===== config.mk =====
export PLATFORM = sky130hd
export DESIGN_NAME = blocked_array_address_map_unit
export DESIGN_NICKNAME = d
export VERILOG_FILES = /design/src/design/bam_pkg.sv /design/src/design/bam_regs.sv /design/src/design/bam_div.sv /design/src/design/bam_obuf.sv /design/src/design/blocked_array_address_map_unit.sv
export SDC_FILE = /design/constraint.sdc
export NUM_CORES = 2
export LEC_CHECK = 0
export ABC_AREA = 0
export ABC_CLOCK_PERIOD_IN_PS = 65300
export BUFFER_PORTS_ARGS = -buffer_cell sky130_fd_sc_hd__buf_2
export CORE_UTILIZATION = 58
export CTS_CLUSTER_SIZE = 10
export DETAILED_ROUTE_END_ITERATION = 16
export GPL_ROUTABILITY_DRIVEN = 0
export GPL_TIMING_DRIVEN = 1
export PLACE_DENSITY_LB_ADDON = 0.25
export SKIP_CTS_REPAIR_TIMING = 1
export SYNTH_ARGS = -nofsm -noshare
export SYNTH_HDL_FRONTEND = slang
export SYNTH_SLANG_ARGS = --single-unit

===== constraint.sdc =====
create_clock -name i_clk -period 65.3 [get_ports i_clk]
set_clock_uncertainty 0.15 [all_clocks]
set_input_delay 9.795 -clock i_clk [delete_from_list [all_inputs] [get_ports i_clk]]
set_output_delay 9.795 -clock i_clk [all_outputs]
set_load 0.005 [all_outputs]

===== src/design/bam_pkg.sv =====
// shared widths, register codes and types for the blocked array address map
package bam_pkg;

    localparam int COORD_W  = 12;
    localparam int SIDE_W   = 13;
    localparam int BLK_W    = 7;
    localparam int IDX_W    = 25;
    localparam int QUO_W    = 13;
    localparam int ADDR_W   = 4;
    localparam int DATA_W   = 32;
    localparam int REG_IDX_W = ADDR_W - 2;

    localparam int IN_TDATA_W  = 24;
    localparam int OUT_TDATA_W = 56;

    localparam logic [SIDE_W-1:0] MAX_SIDE  = 13'd4096;
    localparam logic [BLK_W-1:0]  MAX_BLOCK = 7'd64;

    localparam logic [REG_IDX_W-1:0] REG_BLOCK_SIZE   = 2'd0;
    localparam logic [REG_IDX_W-1:0] REG_ARRAY_WIDTH  = 2'd1;
    localparam logic [REG_IDX_W-1:0] REG_ARRAY_HEIGHT = 2'd2;

    typedef struct packed {
        logic [BLK_W-1:0]  block_size;
        logic [SIDE_W-1:0] array_width;
        logic [SIDE_W-1:0] array_height;
    } t_cfg;

    typedef struct packed {
        logic              out_of_range;
        logic [SIDE_W-1:0] phys_row;
        logic [SIDE_W-1:0] phys_col;
        logic [IDX_W-1:0]  blocked_index;
    } t_res;

endpackage


===== src/design/bam_regs.sv =====
// apb configuration registers: block size, array width, array height
module bam_regs (
    input  logic                          i_clk,
    input  logic                          i_rst_n,
    input  logic                          psel,
    input  logic                          penable,
    input  logic                          pwrite,
    input  logic [bam_pkg::ADDR_W-1:0]    paddr,
    input  logic [bam_pkg::DATA_W-1:0]    pwdata,
    output logic [bam_pkg::DATA_W-1:0]    prdata,
    output logic                          pready,
    output bam_pkg::t_cfg                 o_cfg
);

    bam_pkg::t_cfg                      r_cfg;
    logic [bam_pkg::REG_IDX_W-1:0]      w_sel;
    logic                               w_wr;

    assign pready = 1'b1;
    assign w_sel  = paddr[bam_pkg::ADDR_W-1:2];
    assign w_wr   = psel & penable & pwrite & pready;
    assign o_cfg  = r_cfg;

    always_ff @(posedge i_clk) begin
        if (!i_rst_n) begin
            r_cfg.block_size   <= bam_pkg::BLK_W'(1);
            r_cfg.array_width  <= bam_pkg::SIDE_W'(1);
            r_cfg.array_height <= bam_pkg::SIDE_W'(1);
        end else if (w_wr) begin
            unique case (w_sel)
                bam_pkg::REG_BLOCK_SIZE: begin
                    r_cfg.block_size <= pwdata[bam_pkg::BLK_W-1:0];
                end
                bam_pkg::REG_ARRAY_WIDTH: begin
                    r_cfg.array_width <= pwdata[bam_pkg::SIDE_W-1:0];
                end
                bam_pkg::REG_ARRAY_HEIGHT: begin
                    r_cfg.array_height <= pwdata[bam_pkg::SIDE_W-1:0];
                end
                default: begin
                end
            endcase
        end
    end

    always_comb begin
        unique case (w_sel)
            bam_pkg::REG_BLOCK_SIZE: begin
                prdata = bam_pkg::DATA_W'(r_cfg.block_size);
            end
            bam_pkg::REG_ARRAY_WIDTH: begin
                prdata = bam_pkg::DATA_W'(r_cfg.array_width);
            end
            bam_pkg::REG_ARRAY_HEIGHT: begin
                prdata = bam_pkg::DATA_W'(r_cfg.array_height);
            end
            default: begin
                prdata = '0;
            end
        endcase
    end

endmodule


===== src/design/bam_div.sv =====
// pipelined restoring divider, one quotient bit per stage, lanes share the divisor
module bam_div #(
    parameter int LANES = 1,
    parameter int QUO_W = 13,
    parameter int DEN_W = 7,
    parameter int SB_W  = 1
) (
    input  logic                           i_clk,
    input  logic                           i_en,
    input  logic [LANES-1:0][DEN_W-1:0]    i_rem,
    input  logic [LANES-1:0][QUO_W-1:0]    i_num,
    input  logic [DEN_W-1:0]               i_den,
    input  logic [SB_W-1:0]                i_sb,
    output logic [LANES-1:0][QUO_W-1:0]    o_quo,
    output logic [LANES-1:0][DEN_W-1:0]    o_rem,
    output logic [DEN_W-1:0]               o_den,
    output logic [SB_W-1:0]                o_sb
);

    logic [LANES-1:0][DEN_W-1:0] r_rem [QUO_W];
    logic [LANES-1:0][QUO_W-1:0] r_num [QUO_W];
    logic [DEN_W-1:0]            r_den [QUO_W];
    logic [SB_W-1:0]             r_sb  [QUO_W];

    logic [LANES-1:0][DEN_W-1:0] w_rem_in [QUO_W];
    logic [LANES-1:0][QUO_W-1:0] w_num_in [QUO_W];
    logic [DEN_W-1:0]            w_den_in [QUO_W];
    logic [SB_W-1:0]             w_sb_in  [QUO_W];

    assign w_rem_in[0] = i_rem;
    assign w_num_in[0] = i_num;
    assign w_den_in[0] = i_den;
    assign w_sb_in[0]  = i_sb;

    for (genvar k = 1; k < QUO_W; k++) begin : g_link
        assign w_rem_in[k] = r_rem[k-1];
        assign w_num_in[k] = r_num[k-1];
        assign w_den_in[k] = r_den[k-1];
        assign w_sb_in[k]  = r_sb[k-1];
    end

    for (genvar k = 0; k < QUO_W; k++) begin : g_step
        logic [LANES-1:0][DEN_W-1:0] n_rem;
        logic [LANES-1:0][QUO_W-1:0] n_num;

        always_comb begin
            logic [DEN_W:0] v_trial;
            logic [DEN_W:0] v_diff;
            logic           v_bit;
            for (int l = 0; l < LANES; l++) begin
                // bring down the next dividend bit, quotient bit shifts in at the bottom
                v_trial  = {w_rem_in[k][l], w_num_in[k][l][QUO_W-1]};
                v_diff   = v_trial - {1'b0, w_den_in[k]};
                v_bit    = (v_trial >= {1'b0, w_den_in[k]});
                n_rem[l] = v_bit ? v_diff[DEN_W-1:0] : v_trial[DEN_W-1:0];
                n_num[l] = {w_num_in[k][l][QUO_W-2:0], v_bit};
            end
        end

        always_ff @(posedge i_clk) begin
            if (i_en) begin
                r_rem[k] <= n_rem;
                r_num[k] <= n_num;
                r_den[k] <= w_den_in[k];
                r_sb[k]  <= w_sb_in[k];
            end
        end
    end

    assign o_quo = r_num[QUO_W-1];
    assign o_rem = r_rem[QUO_W-1];
    assign o_den = r_den[QUO_W-1];
    assign o_sb  = r_sb[QUO_W-1];

endmodule


===== src/design/bam_obuf.sv =====
// two-entry output buffer that decouples the pipeline from the result stream
module bam_obuf #(
    parameter int WIDTH = 8
) (
    input  logic             i_clk,
    input  logic             i_rst_n,
    input  logic             i_valid,
    input  logic [WIDTH-1:0] i_data,
    output logic             o_ready,
    output logic             o_valid,
    output logic [WIDTH-1:0] o_data,
    input  logic             i_ready
);

    logic [WIDTH-1:0] r_mem [2];
    logic             r_wr;
    logic             r_rd;
    logic [1:0]       r_cnt;
    logic [1:0]       n_cnt;
    logic             w_push;
    logic             w_pop;

    assign o_valid = (r_cnt != 2'd0);
    assign w_pop   = o_valid & i_ready;
    assign o_ready = (r_cnt != 2'd2) | i_ready;
    assign w_push  = i_valid & o_ready;
    assign o_data  = r_mem[r_rd];

    always_comb begin
        case ({w_push, w_pop})
            2'b10:   n_cnt = r_cnt + 2'd1;
            2'b01:   n_cnt = r_cnt - 2'd1;
            default: n_cnt = r_cnt;
        endcase
    end

    always_ff @(posedge i_clk) begin
        if (!i_rst_n) begin
            r_wr  <= 1'b0;
            r_rd  <= 1'b0;
            r_cnt <= 2'd0;
        end else begin
            if (w_push) begin
                r_wr <= ~r_wr;
            end
            if (w_pop) begin
                r_rd <= ~r_rd;
            end
            r_cnt <= n_cnt;
        end
    end

    always_ff @(posedge i_clk) begin
        if (w_push) begin
            r_mem[r_wr] <= i_data;
        end
    end

    a_cnt_max: assert property (@(posedge i_clk) disable iff (!i_rst_n)
        r_cnt != 2'd3)
        else $error("output buffer count overflow");

    a_ptr_even: assert property (@(posedge i_clk) disable iff (!i_rst_n)
        (r_cnt == 2'd0 || r_cnt == 2'd2) |-> (r_wr == r_rd))
        else $error("output buffer pointers disagree with count");

    a_ptr_odd: assert property (@(posedge i_clk) disable iff (!i_rst_n)
        (r_cnt == 2'd1) |-> (r_wr != r_rd))
        else $error("output buffer pointers disagree with count");

endmodule


===== src/design/blocked_array_address_map_unit.sv =====
// top level: blocked 2d array address map with apb configuration
//
//  channel   dir   handshake          payload
//  s_*       in    s_tvalid/s_tready  tdata = column, row
//  m_*       out   m_tvalid/m_tready  tdata = blocked_index, phys_col, phys_row; tuser = out_of_range
//  apb       in    psel/penable       block_size @0x0, array_width @0x4, array_height @0x8
//
// one item per cycle while the output buffer accepts results (s_tready high)
// most of the stages are the two pipelined dividers, one quotient bit per stage (13 stages each)
// reset clears stage valid bits and the output buffer, and sets all three configuration registers to 1
// with m_tready low the two-entry output buffer fills, then the whole pipeline holds
module blocked_array_address_map_unit (
    input  logic                                i_clk,
    input  logic                                i_rst_n,
    input  logic                                s_tvalid,
    output logic                                s_tready,
    input  logic [bam_pkg::IN_TDATA_W-1:0]      s_tdata,   // column[11:0], row[23:12]
    output logic                                m_tvalid,
    input  logic                                m_tready,
    output logic [bam_pkg::OUT_TDATA_W-1:0]     m_tdata,   // blocked_index[24:0], phys_col[37:25],
                                                           // phys_row[50:38], zero[55:51]
    output logic                                m_tuser,   // out_of_range[0]
    input  logic                                psel,
    input  logic                                penable,
    input  logic                                pwrite,
    input  logic [bam_pkg::ADDR_W-1:0]          paddr,
    input  logic [bam_pkg::DATA_W-1:0]          pwdata,
    output logic [bam_pkg::DATA_W-1:0]          prdata,
    output logic                                pready
);

    localparam int COORD_W = bam_pkg::COORD_W;
    localparam int SIDE_W  = bam_pkg::SIDE_W;
    localparam int BLK_W   = bam_pkg::BLK_W;
    localparam int IDX_W   = bam_pkg::IDX_W;
    localparam int QUO_W   = bam_pkg::QUO_W;
    localparam int ARITH_STAGES = 3;
    localparam int NS = 1 + QUO_W + ARITH_STAGES + QUO_W;

    bam_pkg::t_cfg      w_cfg;
    logic               w_en;
    logic [NS-1:0]      r_valid;

    bam_regs u_regs (
        .i_clk   (i_clk),
        .i_rst_n (i_rst_n),
        .psel    (psel),
        .penable (penable),
        .pwrite  (pwrite),
        .paddr   (paddr),
        .pwdata  (pwdata),
        .prdata  (prdata),
        .pready  (pready),
        .o_cfg   (w_cfg)
    );

    // input stage: clamp configuration, range check, padded-width numerator
    logic [COORD_W-1:0] w_col;
    logic [COORD_W-1:0] w_row;
    logic [BLK_W-1:0]   w_b;
    logic [SIDE_W-1:0]  w_w;
    logic [SIDE_W-1:0]  w_h;
    logic [SIDE_W-1:0]  w_wpad;
    logic [SIDE_W-1:0]  w_wb;
    logic               w_oor;

    always_comb begin
        w_col = s_tdata[COORD_W-1:0];
        w_row = s_tdata[2*COORD_W-1:COORD_W];
        if (w_cfg.block_size == '0) begin
            w_b = BLK_W'(1);
        end else if (w_cfg.block_size > bam_pkg::MAX_BLOCK) begin
            w_b = bam_pkg::MAX_BLOCK;
        end else begin
            w_b = w_cfg.block_size;
        end
        w_w = (w_cfg.array_width > bam_pkg::MAX_SIDE) ? bam_pkg::MAX_SIDE
                                                      : w_cfg.array_width;
        w_h = (w_cfg.array_height > bam_pkg::MAX_SIDE) ? bam_pkg::MAX_SIDE
                                                       : w_cfg.array_height;
        w_oor  = ({1'b0, w_col} >= w_w) || ({1'b0, w_row} >= w_h);
        // zero width only happens out of range; keep the divisor nonzero anyway
        w_wpad = (w_w == '0) ? SIDE_W'(1) : w_w;
        w_wb   = w_wpad + SIDE_W'(w_b) - SIDE_W'(1);
    end

    logic [COORD_W-1:0] r0_col;
    logic [COORD_W-1:0] r0_row;
    logic               r0_oor;
    logic [BLK_W-1:0]   r0_b;
    logic [SIDE_W-1:0]  r0_wb;

    // out-of-range items run as (0, 0), which maps to all-zero results
    always_ff @(posedge i_clk) begin
        if (w_en) begin
            r0_col <= w_oor ? '0 : w_col;
            r0_row <= w_oor ? '0 : w_row;
            r0_oor <= w_oor;
            r0_b   <= w_b;
            r0_wb  <= w_wb;
        end
    end

    // lanes: column / b, row / b, blocks per padded row
    logic [2:0][QUO_W-1:0] w_d1_num;
    logic [2:0][QUO_W-1:0] w_d1_quo;
    logic [2:0][BLK_W-1:0] w_d1_rem;
    logic [BLK_W-1:0]      w_d1_b;
    logic                  w_d1_oor;

    assign w_d1_num = {r0_wb, {1'b0, r0_row}, {1'b0, r0_col}};

    bam_div #(
        .LANES (3),
        .QUO_W (QUO_W),
        .DEN_W (BLK_W),
        .SB_W  (1)
    ) u_div_blk (
        .i_clk (i_clk),
        .i_en  (w_en),
        .i_rem ('0),
        .i_num (w_d1_num),
        .i_den (r0_b),
        .i_sb  (r0_oor),
        .o_quo (w_d1_quo),
        .o_rem (w_d1_rem),
        .o_den (w_d1_b),
        .o_sb  (w_d1_oor)
    );

    // products: block-row times blocks per row, padded width, offset, block area
    logic [2*QUO_W-1:0]       w_m1;
    logic [QUO_W+BLK_W-1:0]   w_pad_prod;
    logic [2*BLK_W:0]         w_off;
    logic [2*BLK_W-1:0]       w_bb;

    assign w_m1       = w_d1_quo[1] * w_d1_quo[2];
    assign w_pad_prod = w_d1_quo[2] * w_d1_b;
    assign w_off      = w_d1_rem[1] * w_d1_b + (2*BLK_W+1)'(w_d1_rem[0]);
    assign w_bb       = w_d1_b * w_d1_b;

    logic [IDX_W-1:0]  r1_m1;
    logic [QUO_W-1:0]  r1_qc;
    logic [SIDE_W-1:0] r1_padded;
    logic [SIDE_W-1:0] r1_off;
    logic [SIDE_W-1:0] r1_bb;
    logic              r1_oor;

    always_ff @(posedge i_clk) begin
        if (w_en) begin
            r1_m1     <= w_m1[IDX_W-1:0];
            r1_qc     <= w_d1_quo[0];
            r1_padded <= w_pad_prod[SIDE_W-1:0];
            r1_off    <= w_off[SIDE_W-1:0];
            r1_bb     <= w_bb[SIDE_W-1:0];
            r1_oor    <= w_d1_oor;
        end
    end

    logic [IDX_W-1:0]  r2_bnum;
    logic [SIDE_W-1:0] r2_padded;
    logic [SIDE_W-1:0] r2_off;
    logic [SIDE_W-1:0] r2_bb;
    logic              r2_oor;

    always_ff @(posedge i_clk) begin
        if (w_en) begin
            r2_bnum   <= r1_m1 + IDX_W'(r1_qc);
            r2_padded <= r1_padded;
            r2_off    <= r1_off;
            r2_bb     <= r1_bb;
            r2_oor    <= r1_oor;
        end
    end

    logic [IDX_W+SIDE_W-1:0] w_idx_full;

    assign w_idx_full = r2_bnum * r2_bb + (IDX_W+SIDE_W)'(r2_off);

    logic [IDX_W-1:0]  r3_idx;
    logic [SIDE_W-1:0] r3_padded;
    logic              r3_oor;

    always_ff @(posedge i_clk) begin
        if (w_en) begin
            r3_idx    <= w_idx_full[IDX_W-1:0];
            r3_padded <= r2_padded;
            r3_oor    <= r2_oor;
        end
    end

    // index / padded width; the quotient is a physical row, so it fits in QUO_W bits
    logic [0:0][SIDE_W-1:0] w_d2_rem_in;
    logic [0:0][QUO_W-1:0]  w_d2_num;
    logic [0:0][QUO_W-1:0]  w_d2_quo;
    logic [0:0][SIDE_W-1:0] w_d2_rem;
    logic [IDX_W:0]         w_d2_sb;

    assign w_d2_rem_in = SIDE_W'(r3_idx[IDX_W-1:QUO_W]);
    assign w_d2_num    = r3_idx[QUO_W-1:0];

    bam_div #(
        .LANES (1),
        .QUO_W (QUO_W),
        .DEN_W (SIDE_W),
        .SB_W  (IDX_W + 1)
    ) u_div_pad (
        .i_clk (i_clk),
        .i_en  (w_en),
        .i_rem (w_d2_rem_in),
        .i_num (w_d2_num),
        .i_den (r3_padded),
        .i_sb  ({r3_idx, r3_oor}),
        .o_quo (w_d2_quo),
        .o_rem (w_d2_rem),
        .o_den (),
        .o_sb  (w_d2_sb)
    );

    bam_pkg::t_res w_res;
    bam_pkg::t_res w_out;

    always_comb begin
        w_res.out_of_range  = w_d2_sb[0];
        w_res.phys_row      = w_d2_quo[0];
        w_res.phys_col      = w_d2_rem[0];
        w_res.blocked_index = w_d2_sb[IDX_W:1];
    end

    // stage valid bits move with the data under one shared advance
    always_ff @(posedge i_clk) begin
        if (!i_rst_n) begin
            r_valid <= '0;
        end else if (w_en) begin
            r_valid <= {r_valid[NS-2:0], s_tvalid};
        end
    end

    bam_obuf #(
        .WIDTH ($bits(bam_pkg::t_res))
    ) u_obuf (
        .i_clk   (i_clk),
        .i_rst_n (i_rst_n),
        .i_valid (r_valid[NS-1]),
        .i_data  (w_res),
        .o_ready (w_en),
        .o_valid (m_tvalid),
        .o_data  (w_out),
        .i_ready (m_tready)
    );

    assign s_tready = w_en;
    assign m_tdata  = {{(bam_pkg::OUT_TDATA_W - IDX_W - 2*SIDE_W){1'b0}},
                       w_out.phys_row, w_out.phys_col, w_out.blocked_index};
    assign m_tuser  = w_out.out_of_range;

    a_enter: assert property (@(posedge i_clk) disable iff (!i_rst_n)
        (s_tvalid && s_tready) |=> r_valid[0])
        else $error("accepted item did not enter the pipeline");

    a_hold: assert property (@(posedge i_clk) disable iff (!i_rst_n)
        !w_en |=> $stable(r_valid))
        else $error("pipeline moved while stalled");

    a_drain: assert property (@(posedge i_clk) disable iff (!i_rst_n)
        (r_valid[NS-1] && w_en) |=> m_tvalid)
        else $error("finished item not in output buffer");

    a_oor_zero: assert property (@(posedge i_clk) disable iff (!i_rst_n)
        (m_tvalid && m_tuser) |-> (m_tdata == '0))
        else $error("out of range item with nonzero address");

endmodule


==> results_dict.tcl <==
set metrics [dict create \
    clockBufferDepth 3 \
    core-area_mm2 0.1761 \
    clkSlewWorstSetupHoldPaths_ps 60 \
    viasPerCell 5.471 \
    cts_tree "yes" \
    antenna_left 0 \
    critPathLaunchType "primary input" \
    setup_viol 0 \
    critPathTopFamily "simple AND/OR/NAND/NOR gates" \
    overflow 0 \
    timing.rr.start "r2_bb[5]" \
    hold_viol 0 \
    drtIter0Drc 3187 \
    path_depth 5 \
    ys_seq_area_frac 0.5792 \
    path_cells "buf_2 > nor2b_1 > nand2_1 > o21ai_0 > buf_2" \
    worstRegToRegCells 20 \
    synth-seq-cells 2008 \
    drive_gt1_frac 0.07061 \
    ys.flop_type "edfxtp_1" \
    final_nets 9144 \
    antenna_found_initial 1 \
    min_period_ps 21090 \
    root_buffer "clkbuf_16" \
    dpl.hpwl_mm 126.7 \
    cts_buffers 223 \
    drt-wirelength-per-cell_um 17.13 \
    cpMostUsedCell "buf_2" \
    wirelength_mm 177.8 \
    ys_warn_count 0 \
    slowest_delay_ps 770 \
    worst_path_max_delay_cell "nor2b_1" \
    worstHoldPathType "reg -> reg" \
    required_ps 55350 \
    n_antenna_cell 0 \
    status "finished clean" \
    htreeDepth 4 \
    track_usage 0.2021 \
    worst_setup_path_end_kind "primary output" \
    finalSetupTns_ps 0 \
    die_x_um 423.3 \
    r2r-end "r3_idx[24]" \
    async_reset_ff_frac 0 \
    worstSetupPathType "in -> out" \
    io_pins 159 \
    path_buf_inv 2 \
    io_buffers 112 \
    clock-sinks 2008 \
    grt_max_degree 187 \
    synth_area_per_cell_um2 13.23 \
    rsz0062_at_grt "false" \
    route.detailed.drc 0 \
    maxCapViolCount 0 \
    synth.distinct_cells 67 \
    synth_edf_count 1940 \
    post-route-period-util 0.3229 \
    critPathArrivalTime_ps 11140 \
    setup.reg_to_reg.worst_slack_ps 58550 \
    fmax_mhz 47.42 \
    grt_pass1_vias 59280 \
    dr.pass1.iters 6 \
    netlist_area_mm2 0.1029 \
    worstMarginPinSlew_ps 1288 \
    start_util 0.5844 \
    rows 154 \
    clkLatencyLatePin_ps 850 \
    cp-startpoint "paddr[3]" \
    netlist_instances 7778 \
    crit_end "prdata[0]" \
    dieArea_mm2 0.1791 \
    grt_first_pass_wirelength_mm 293.5 \
    slew_headroom 0.1415 \
    drv_slew 0 \
    cp_max_fo 14 \
    syn_to_final_growth_pct 9.012 \
    vias 56810 \
    fp.dieH_um 423.3 \
]
## worst register-to-register path: cells and delay by family (launching register included)
| family | cells | cell delay [ps] |
|---|---|---|
| AO/OA/AOI/OAI | 7 | 1710 |
| AND/OR/NAND/NOR | 2 | 310 |
| adder cells (fa/ha/maj) | 7 | 3280 |
| XOR/XNOR | 1 | 70 |
| flip-flops | 1 | 840 |
| buffers and inverters | 3 | 140 |
## placed cells by master (no fill, tap or decap), types with 28 or more instances in the layout
cell / n
o21ai_0: 413
a21boi_0: 88
o211a_1: 34
xor2_1: 135
buf_2: 112
nand2b_1: 76
and3_1: 28
o21a_1: 31
mux2_2: 85
nor2_1: 175
edfxtp_1: 1940
nand3_1: 86
or4_1: 36
nor3_1: 40
inv_1: 985
nand4_1: 63
mux2i_1: 102
fa_1: 418
clkbuf_1: 61
nand2_1: 764
and2_1: 272
clkbuf_16: 223
mux2_4: 49
a21o_1: 96
xnor2_1: 253
o31ai_1: 47
nor2b_1: 157
a21oi_1: 220
ha_1: 697
buf_4: 32
dfxtp_1: 67
## worst min-delay path by stage
stage | end | depth (start not counted) | slack, ps | start
after floorplan | r1_oor | 0 | 250 | u_div_blk.r_sb[12]
after global placement | r3_padded[1] | 0 | 250 | r2_padded[1]
after detailed placement | r1_qc[8] | 0 | 250 | u_div_blk.r_num[1][164]
after CTS | u_div_pad.r_sb[2][31] | 0 | 250 | u_div_pad.r_sb[2][5]
after global routing | u_div_blk.r_num[1][194] | 0 | 260 | u_div_blk.r_num[1][154]
final | u_div_pad.r_sb[2][31] | 0 | 250 | u_div_pad.r_sb[2][5]
## cell families after synthesis
kind of cell	after synthesis	synth area share
buffers and inverters	1201	0.04526
flip-flops	2008	0.5792
XOR/XNOR	388	0.03302
other	2	0.00007296
AO/OA/AOI/OAI	1077	0.06732
adder cells (fa/ha/maj)	1115	0.1660
AND/OR/NAND/NOR	1751	0.08272
multiplexers	236	0.02637
## per-stage QoR
step / setup WS (ps) / hold slack (ps) / util / area [um2] / cells
global placement: 44240 / 250.2 / 0.6017 / 106000 / 10080
CTS: 44230 / 249.3 / 0.6371 / 112200 / 10380
global route: 44070 / 261.1 / 0.6371 / 112200 / 10380
detailed placement: 44240 / 254.5 / 0.6017 / 106000 / 10080
finish: 44210 / 248.1 / 0.6371 / 112200 / 10380
floorplan: 22370 / 250.3 / - / 103000 / 7801
## cells in the mapped netlist, drive strengths merged (11+ instances only)
master	count	area [um2]
a211oi	17	215.2
a21boi	88	660.6
a21o	96	720.7
a21oi	227	1162
a31o	11	96.34
a41o	11	110.1
and2	272	1702
and3	29	181.4
buf	72	420.4
clkbuf	142	533.0
dfxtp	68	1361
edfxtp	1940	58260
fa	418	8368
ha	697	8721
inv	986	3701
mux2	134	1693
mux2i	102	1021
nand2	764	2868
nand2b	76	475.5
nand3	86	430.4
nand4	63	394.1
nor2	176	660.6
nor2b	157	982.2
nor3	40	200.2
nor4	12	75.07
o211a	34	340.3
o21a	31	232.7
o21ai	421	2107
o21bai	25	187.7
o31ai	47	352.8
o41ai	11	96.34
or3	21	131.4
or4	36	270.3
xnor2	253	2216
xor2	135	1182
## registers in the layout (all words and copies together) (netlist names), 25 cells and up, named ones only
register	flops
u_div_blk.r_num	494
u_div_pad.r_sb	272
u_div_blk.r_rem	259
u_div_pad.r_rem	169
u_div_pad.r_num	157
u_div_pad.r_den	156
u_obuf.r_mem	104
u_div_blk.r_den	91
u_regs.o_cfg	33
r_valid	30
r1_m1	25
r2_bnum	25
r3_idx	25
## routing by layer
| metal | part of all wire | GRT usage |
|---|---|---|
| met1 | 0.40 | 0.2349 |
| met2 | 0.53 | 0.3735 |
| met3 | 0.036 | 0.03075 |
| met4 | 0.033 | 0.07665 |
| met5 | 0.000056 | 0 |
## final cells by class
class                           instances  area, um2
Clock buffer                          284       5809
Clock inverter                         23      426.7
Fill cell                           12780      63910
Inverter                              987       3712
Multi-Input combinational cell       4592      38790
Sequential cell                      2008      59620
Tap cell                             2340       2928
Timing Repair Buffer                  150      920.9
Power is not shown: default switching activity piles up to over one toggle a cycle in this logic, so the estimate is an artifact.
